### config.mk
export PLATFORM = sky130hd
export DESIGN_NAME = si32alu_front
export DESIGN_NICKNAME = d
export VERILOG_FILES = /design/src/hw/rtl/si32alu_pkg.sv /design/src/hw/rtl/si32alu_front.sv
export SDC_FILE = /design/constraint.sdc
export NUM_CORES = 2
export LEC_CHECK = 0
export ABC_AREA = 1
export ABC_CLOCK_PERIOD_IN_PS = 15900
export BUFFER_PORTS_ARGS = -buffer_cell sky130_fd_sc_hd__buf_2
export CORE_MARGIN = 2
export CORE_UTILIZATION = 40
export CTS_BUF_LIST = sky130_fd_sc_hd__clkbuf_4
export CTS_CLUSTER_SIZE = 30
export DETAILED_ROUTE_END_ITERATION = 8
export PLACE_DENSITY = 0.67
export SLEW_MARGIN = 40
export SYNTH_ARGS = -nofsm -noshare
export SYNTH_HDL_FRONTEND = slang
export SYNTH_SLANG_ARGS = --single-unit
### constraint.sdc
create_clock -name clock -period 15.9 [get_ports clock]
set_clock_uncertainty 0.15 [all_clocks]
set_input_delay 3.18 -clock clock [delete_from_list [all_inputs] [get_ports clock]]
set_output_delay 3.18 -clock clock [all_outputs]
set_load 0.02 [all_outputs]
### src/hw/rtl/si32alu_pkg.sv
// ----------------------------------------------------------------------------
// si32alu_pkg
// shared types and constants of the 32-bit signed integer alu
// ----------------------------------------------------------------------------
package si32alu_pkg;

   localparam int unsigned DataWidth = 32;
   localparam int unsigned DivSteps  = DataWidth;

   typedef enum logic [4:0] {
      CMD_ADD   = 5'd0,
      CMD_SUB   = 5'd1,
      CMD_MUL   = 5'd2,
      CMD_DIV   = 5'd3,
      CMD_MOD   = 5'd4,
      CMD_XOR   = 5'd5,
      CMD_AND   = 5'd6,
      CMD_OR    = 5'd7,
      CMD_SHL   = 5'd8,
      CMD_SHR   = 5'd9,
      CMD_EQ    = 5'd10,
      CMD_NE    = 5'd11,
      CMD_LT    = 5'd12,
      CMD_LE    = 5'd13,
      CMD_GT    = 5'd14,
      CMD_GE    = 5'd15,
      CMD_PLUS  = 5'd16,
      CMD_NEG   = 5'd17,
      CMD_COMPL = 5'd18,
      CMD_NOT   = 5'd19
   } cmd_type;

   typedef enum logic [1:0] {
      KIND_PLAIN = 2'd0,
      KIND_QUO   = 2'd1,
      KIND_REM   = 2'd2
   } kind_type;

   localparam logic CsrTrueWord  = 1'b0;
   localparam logic CsrFalseWord = 1'b1;

   typedef struct packed {
      logic                   valid;
      kind_type               kind;
      logic                   neg;
      logic                   err;
      logic [DataWidth-1:0]   res;
      logic [DataWidth-1:0]   rem;
      logic [DataWidth-1:0]   quo;
      logic [DataWidth-1:0]   dvs;
   } stage_type;

endpackage

### src/hw/rtl/si32alu_front.sv
// ----------------------------------------------------------------------------
// si32alu_front
// decode stage: simple operations, compares, divider operand setup
// ----------------------------------------------------------------------------
module si32alu_front
   import si32alu_pkg::*;
(
   input  logic                 clock,
   input  logic                 reset,
   input  logic                 en,
   input  logic                 in_valid,
   input  logic [4:0]           cmd,
   input  logic [DataWidth-1:0] left_operand,
   input  logic [DataWidth-1:0] right_operand,
   input  logic [DataWidth-1:0] true_word,
   input  logic [DataWidth-1:0] false_word,
   output stage_type            out_stage
);

   stage_type stage_ff, stage_in;
   logic [DataWidth-1:0] a, b, am, bm;
   logic sa_lt, eq, bad_shift, aneg, bneg;

   always_comb begin
      a         = left_operand;
      b         = right_operand;
      aneg      = a[DataWidth-1];
      bneg      = b[DataWidth-1];
      am        = aneg ? (~a + 1'b1) : a;
      bm        = bneg ? (~b + 1'b1) : b;
      sa_lt     = $signed(a) < $signed(b);
      eq        = a == b;
      bad_shift = |b[DataWidth-1:5];
      stage_in       = '0;
      stage_in.valid = in_valid;
      stage_in.kind  = KIND_PLAIN;
      stage_in.quo   = am;
      stage_in.dvs   = bm;
      case (cmd_type'(cmd))
         CMD_ADD:   stage_in.res = a + b;
         CMD_SUB:   stage_in.res = a - b;
         CMD_MUL:   stage_in.res = a * b;
         CMD_DIV, CMD_MOD: begin
            if (b == '0) begin
               stage_in.err = 1'b1;
            end else if (cmd_type'(cmd) == CMD_DIV) begin
               stage_in.kind = KIND_QUO;
               stage_in.neg  = aneg ^ bneg;
            end else begin
               stage_in.kind = KIND_REM;
               stage_in.neg  = aneg;
            end
         end
         CMD_XOR:   stage_in.res = a ^ b;
         CMD_AND:   stage_in.res = a & b;
         CMD_OR:    stage_in.res = a | b;
         CMD_SHL: begin
            if (bad_shift) stage_in.err = 1'b1;
            else stage_in.res = a << b[4:0];
         end
         CMD_SHR: begin
            if (bad_shift) stage_in.err = 1'b1;
            else stage_in.res = $unsigned($signed(a) >>> b[4:0]);
         end
         CMD_EQ:    stage_in.res = eq ? true_word : false_word;
         CMD_NE:    stage_in.res = !eq ? true_word : false_word;
         CMD_LT:    stage_in.res = sa_lt ? true_word : false_word;
         CMD_LE:    stage_in.res = (sa_lt || eq) ? true_word : false_word;
         CMD_GT:    stage_in.res = !(sa_lt || eq) ? true_word : false_word;
         CMD_GE:    stage_in.res = !sa_lt ? true_word : false_word;
         CMD_PLUS:  stage_in.res = a;
         CMD_NEG:   stage_in.res = ~a + 1'b1;
         CMD_COMPL: stage_in.res = ~a;
         CMD_NOT:   stage_in.res = (a == false_word) ? true_word : false_word;
         default:   stage_in.res = '0;
      endcase
   end

   always_ff @(posedge clock) begin
      if (reset) begin
         stage_ff.valid <= 1'b0;
      end else if (en) begin
         stage_ff <= stage_in;
      end
   end

   assign out_stage = stage_ff;

endmodule

## Word level (Yosys, flattened, before mapping)

Cells that the tools add are included.

| storage, ports and cells | value |
|---|---|
| bits in registers | 101 |
| input port bits | 137 |
| output and inout port bits | 133 |
| logic and storage cells | 70 |

| operators by class | value |
|---|---|
| reductions and logical operators | 8 |
| add/sub/neg operators | 4 |
| bitwise logic cells | 8 |
| equality and inequality tests | 21 |
| $lt $le $gt $ge | 1 |
| shift operators | 2 |
| multiplexer cells | 16 |
| multiply operators | 1 |

Operators by type and width:

| kind | count |
|---|---|
| $pmux W32 S18 | 1 |
| $mux W32 | 9 |
| $add A32 B1 Y32 const B | 2 |
| $eq A32 B32 Y1 | 2 |
| $not A32 Y32 | 2 |
| $mux W31 | 2 |
| $eq A5 B4 Y1 const B | 8 |
| $add A32 B32 Y32 | 1 |
| $and A32 B32 Y32 | 1 |
| $logic_not A32 Y1 | 1 |
| $lt A32 B32 Y1 | 1 |
| $mul A32 B32 Y32 | 1 |
| $or A32 B32 Y32 | 1 |
| $shl A32 B5 Y32 | 1 |
| $sshr A32 B5 Y32 | 1 |
| $sub A32 B32 Y32 | 1 |
| $xor A32 B32 Y32 | 1 |
| $reduce_or A27 Y1 | 1 |
| $eq A5 B3 Y1 const B | 4 |
| $eq A5 B5 Y1 const B | 4 |
| $eq A5 B2 Y1 const B | 2 |
| $reduce_or A2 Y1 | 3 |
| $eq A5 B1 Y1 const B | 1 |
| $logic_not A5 Y1 | 1 |
| 7 further kinds | 9 |

## Logic depth before layout (Yosys ltp)

| depth | value |
|---|---|
| depth after elaboration | 4 |
| mapped depth | 39 |
| depth with buffers taken out | 36 |

## Worst setup path before layout

Ideal clock, no wire load.

| path | value |
|---|---|
| kind | in2reg |
| from | input port right_operand[3] |
| to | register stage_ff, in the netlist out_stage[122], data pin |
| required time | 15.490 ns |
| setup slack | 5.497 ns |
| data arrival time | 9.993 ns |
| buffers on the path | 5 |
| setup time | 0.260 ns |
| stages on the path | 33 |
| path through | buf_6 -> clkbuf_1 -> clkbuf_1 -> buf_1 -> clkbuf_1 -> nand2_1 -> inv_1 -> fa_1 -> inv_1 -> fa_1 -> fa_1 -> fa_1 -> inv_1 -> fa_1 -> inv_1 -> fa_1 -> inv_1 -> fa_1 -> fa_1 -> ha_1 -> nand2_1 -> nor2_1 -> nor2b_1 -> nand4_1 -> nand3_1 -> a21o_1 -> nand2_1 -> nand2_1 -> nand2_1 -> nand2_1 -> nor2_1 -> nor2_1 -> nand3_1 |

RTL lines:

| item | RTL line | RTL |
|---|---|---|
| from (decl) | si32alu_front.sv:14 | `input logic [DataWidth-1:0] right_operand,` |
| to (signal assigned) | si32alu_front.sv:83 | `stage_ff <= stage_in;` |
| to (decl) | si32alu_front.sv:20 | `stage_type stage_ff, stage_in;` |

==> flow_metrics.tcl <==
set metrics [dict create \
    grt_max_degree 78 \
    gp_congestion 1.083 \
    core_region_area_sq_um 90010 \
    power_per_cell_area_nw_per_um2 259.7 \
    grt_setup_unrepaired "false" \
    finalWirelength_mm 186.4 \
    overflow 0 \
    numCtsBuffers 9 \
    synthArstFlopShare 0 \
    portBuffers 237 \
    required_ns 16.19 \
    finalSetupTns_ns 0 \
    via_per_inst 5.880 \
    netlist_instances 5749 \
    dp_hpwl_mm 145.5 \
    fp.dieArea_sq_um 93240 \
    grt_pass1_vias 38734 \
    die_w_um 305.4 \
    critPathArrivalTime_ns 10.53 \
    finalMaxSlewViolations 0 \
    worstSkewPairLatency_ns 0.68 \
    fp-row-count 110 \
    syn_area_per_cell_sq_um 6.319 \
    crit_type "input pin to flop" \
    status "finished clean" \
    ir_drop_v 0.0005916 \
    cts_setup_buffers 0 \
    start_util 0.4036 \
    syn_to_final_growth_pct 5.366 \
    cpPeakStageDelay_ns 0.74 \
    first_iter_violations 6040 \
    grt_usage 0.3919 \
    ys.flop_type "edfxtp_1" \
    r2r_slack_ns 15.15 \
    nFillCells 9777 \
    ctsHtreeMaxLevel 3 \
    cp-start-kind "input pin" \
    seq_area_frac_synth 0.08321 \
    drt-pass1-iter-count 9 \
    cts_root_buf "clkbuf_4" \
    die_h_um 305.4 \
    finalHoldViolations 0 \
    cp_cell_sequence "buf_2, buf_4, ha_1, inv_1, fa_1, fa_1, inv_1, fa_1, inv_1, fa_1, inv_1, fa_1, fa_1, fa_1, fa_1, ha_1, a21oi_1, o21ai_0, a21oi_1, nand3_1, o21ai_0, nand3_1, inv_1, nand3_1" \
    ys_seq_elements 101 \
    hold_path_class "flop to flop" \
    largest_reg_flops 101 \
    place_area_sq_um 38110 \
    fin_crit_sh 0.6443 \
    crit_slowest_cell "o21ai_0" \
    max-cap-violations 0 \
    synth.cell_area_sq_um 36330 \
    max_freq_mhz 97.62 \
    grt_pass1_wl_mm 267.5 \
    path_clk_slew_ns 0.22 \
    power_mw 9.940 \
    cts_hold_buf 0 \
    clock_path_buffers 2 \
    pin_count 270 \
    period_needed_ns 10.24 \
    cp_top_family "adder cells" \
    worstMarginPinSlew_ns 0.9812 \
    crit_buf_inv 7 \
    ctsResizeCount 0 \
    nNetsFinal 6541 \
    vias 40955 \
    cts_num_sinks 101 \
    end_kind "flop" \
    path_common_cell "fa_1" \
    final_antenna_net_count 0 \
    slew_headroom 0.3399 \
    ys_types 64 \
    post-route-drc-count 0 \
    stdcell_area_sq_um 38280 \
    setup_viol 0 \
    grt_antenna_before_repair 14 \
    yosys_warnings 0 \
    critPathMaxFanout 31 \
    cts_tree "yes" \
    synth_edf_count 100 \
    avgRoutedWirePerCell_um 26.76 \
    drive_gt1_frac 0.07374 \
    leakage_nw 21.16 \
]
[placed cells by master (no fill, tap or decap), types with 12 or more instances in the layout]
cell type | synthesis | layout
nand3_1 | 387 | 387
nor2_2 | 14 | 17
or2_2 | 22 | 22
o2111ai_1 | 12 | 12
o21ai_0 | 321 | 317
nor2_1 | 378 | 374
buf_4 | 51 | 80
inv_1 | 1099 | 1097
o21ai_1 | 29 | 33
edfxtp_1 | 100 | 100
xor2_1 | 62 | 62
o22ai_1 | 48 | 48
o21bai_1 | 14 | 14
a21oi_1 | 287 | 287
clkinv_1 | 13 | 15
buf_2 | 73 | 237
o211ai_1 | 84 | 84
nand2_1 | 1610 | 1608
ha_1 | 222 | 222
nand3b_1 | 16 | 16
nor3_1 | 46 | 44
fa_1 | 410 | 410
conb_1 | 1 | 32
xnor2_1 | 21 | 21
diode_2 | 0 | 12
nand4_1 | 80 | 80
inv_2 | 22 | 23
[cells by family (layout without fill, tap and decap cells)]
logic type	after synthesis	in the layout	share of synthesized area
adder cells (fa/ha/maj)	632	632	0.3024
multiplexers	2	2	0.0005511
buffers and inverters	1472	1469	0.1621
AO/OA/AOI/OAI	868	868	0.1349
AND/OR/NAND/NOR	2590	2590	0.2967
flip-flops	101	101	0.08321
other	1	44	0.0001032
XOR/XNOR	83	83	0.02001
[per-stage QoR]
stage,std cells,setup slack [ns],util,hold slack [ns]
3_3_place_gp,6936,5.064,0.4233,0.2978
2_1_floorplan,5780,5.497,-,0.3795
6_report,6965,5.656,0.4252,0.3379
5_1_grt,6963,5.287,0.4252,0.3666
4_1_cts,6952,5.777,0.4247,0.3332
3_5_place_dp,6936,5.007,0.4234,0.3049
[path summary, 6_finish.rpt]
| kind | start | end | cells after the start |
|---|---|---|---|
| setup / recovery | left_operand[9] | out_stage[116] | 24 |
| setup reg to reg | out_stage[132] | out_stage[132] | 2 |
| hold / removal | out_stage[132] | out_stage[132] | 2 |
| hold reg to reg | out_stage[132] | out_stage[132] | 2 |
[metal layers]
| layer | track usage | up-vias | wire length [um] | part of all wire |
|---|---|---|---|---|
| li1 | - | 17935 | - | - |
| met1 | 0.5384 | 19650 | 75550 | 0.41 |
| met2 | 0.5641 | 2854 | 75200 | 0.40 |
| met3 | 0.09547 | 514 | 23230 | 0.12 |
| met4 | 0.2126 | 2 | 12380 | 0.066 |
| met5 | 0 | - | 11 | 0.000059 |
[worst reg2reg max path, delay by kind of cell, from the launching register on]
kind	cells	cell delay (ns)
and+or+nand+nor	1	0.06
AOI/OAI and AO/OA	1	0.11
DFF	1	0.39
[synthesized netlist by cell type, types with 11 or more instances]
library cell	n	area share
buf_2	73	0.010
buf_1	58	0.0060
xnor2_1	21	0.0051
xor2_1	62	0.015
inv_1	1099	0.11
fa_1	410	0.23
o21ai_0	321	0.044
o2111ai_1	12	0.0029
o21bai_1	14	0.0029
o22ai_1	48	0.0083
nand2_1	1610	0.17
o21ai_1	29	0.0040
nand4_1	80	0.014
ha_1	222	0.076
nor2_1	378	0.039
nor2_2	14	0.0024
o211ai_1	84	0.017
a21oi_1	287	0.040
edfxtp_1	100	0.083
clkbuf_1	144	0.015
nor4_1	11	0.0019
a21o_1	11	0.0023
or2_2	22	0.0038
nand3b_1	16	0.0033
inv_2	22	0.0023
clkinv_1	13	0.0013
buf_4	51	0.011
nor3_1	46	0.0063
nand3_1	387	0.053
[area by class of cell]
cell class	count	area, sq um	area share
multi-input combinational	4207	27570	0.7203
timing repair buffer	318	1798	0.04697
antenna	12	30.03	0.0007845
clock buffer	9	67.56	0.001765
sequential	101	3023	0.07897
clock inverter	7	55.05	0.001438
inverter	1135	4263	0.1114
tap	1176	1471	0.03844
[where the power goes]
group	switching (mW)	total, mW	internal, mW
sequential	0.0133	0.349	0.335
clock	0.126	0.161	0.0343
combinational	6.11	9.43	3.32
No activity file was read; power rests on OpenSTA's default activity.
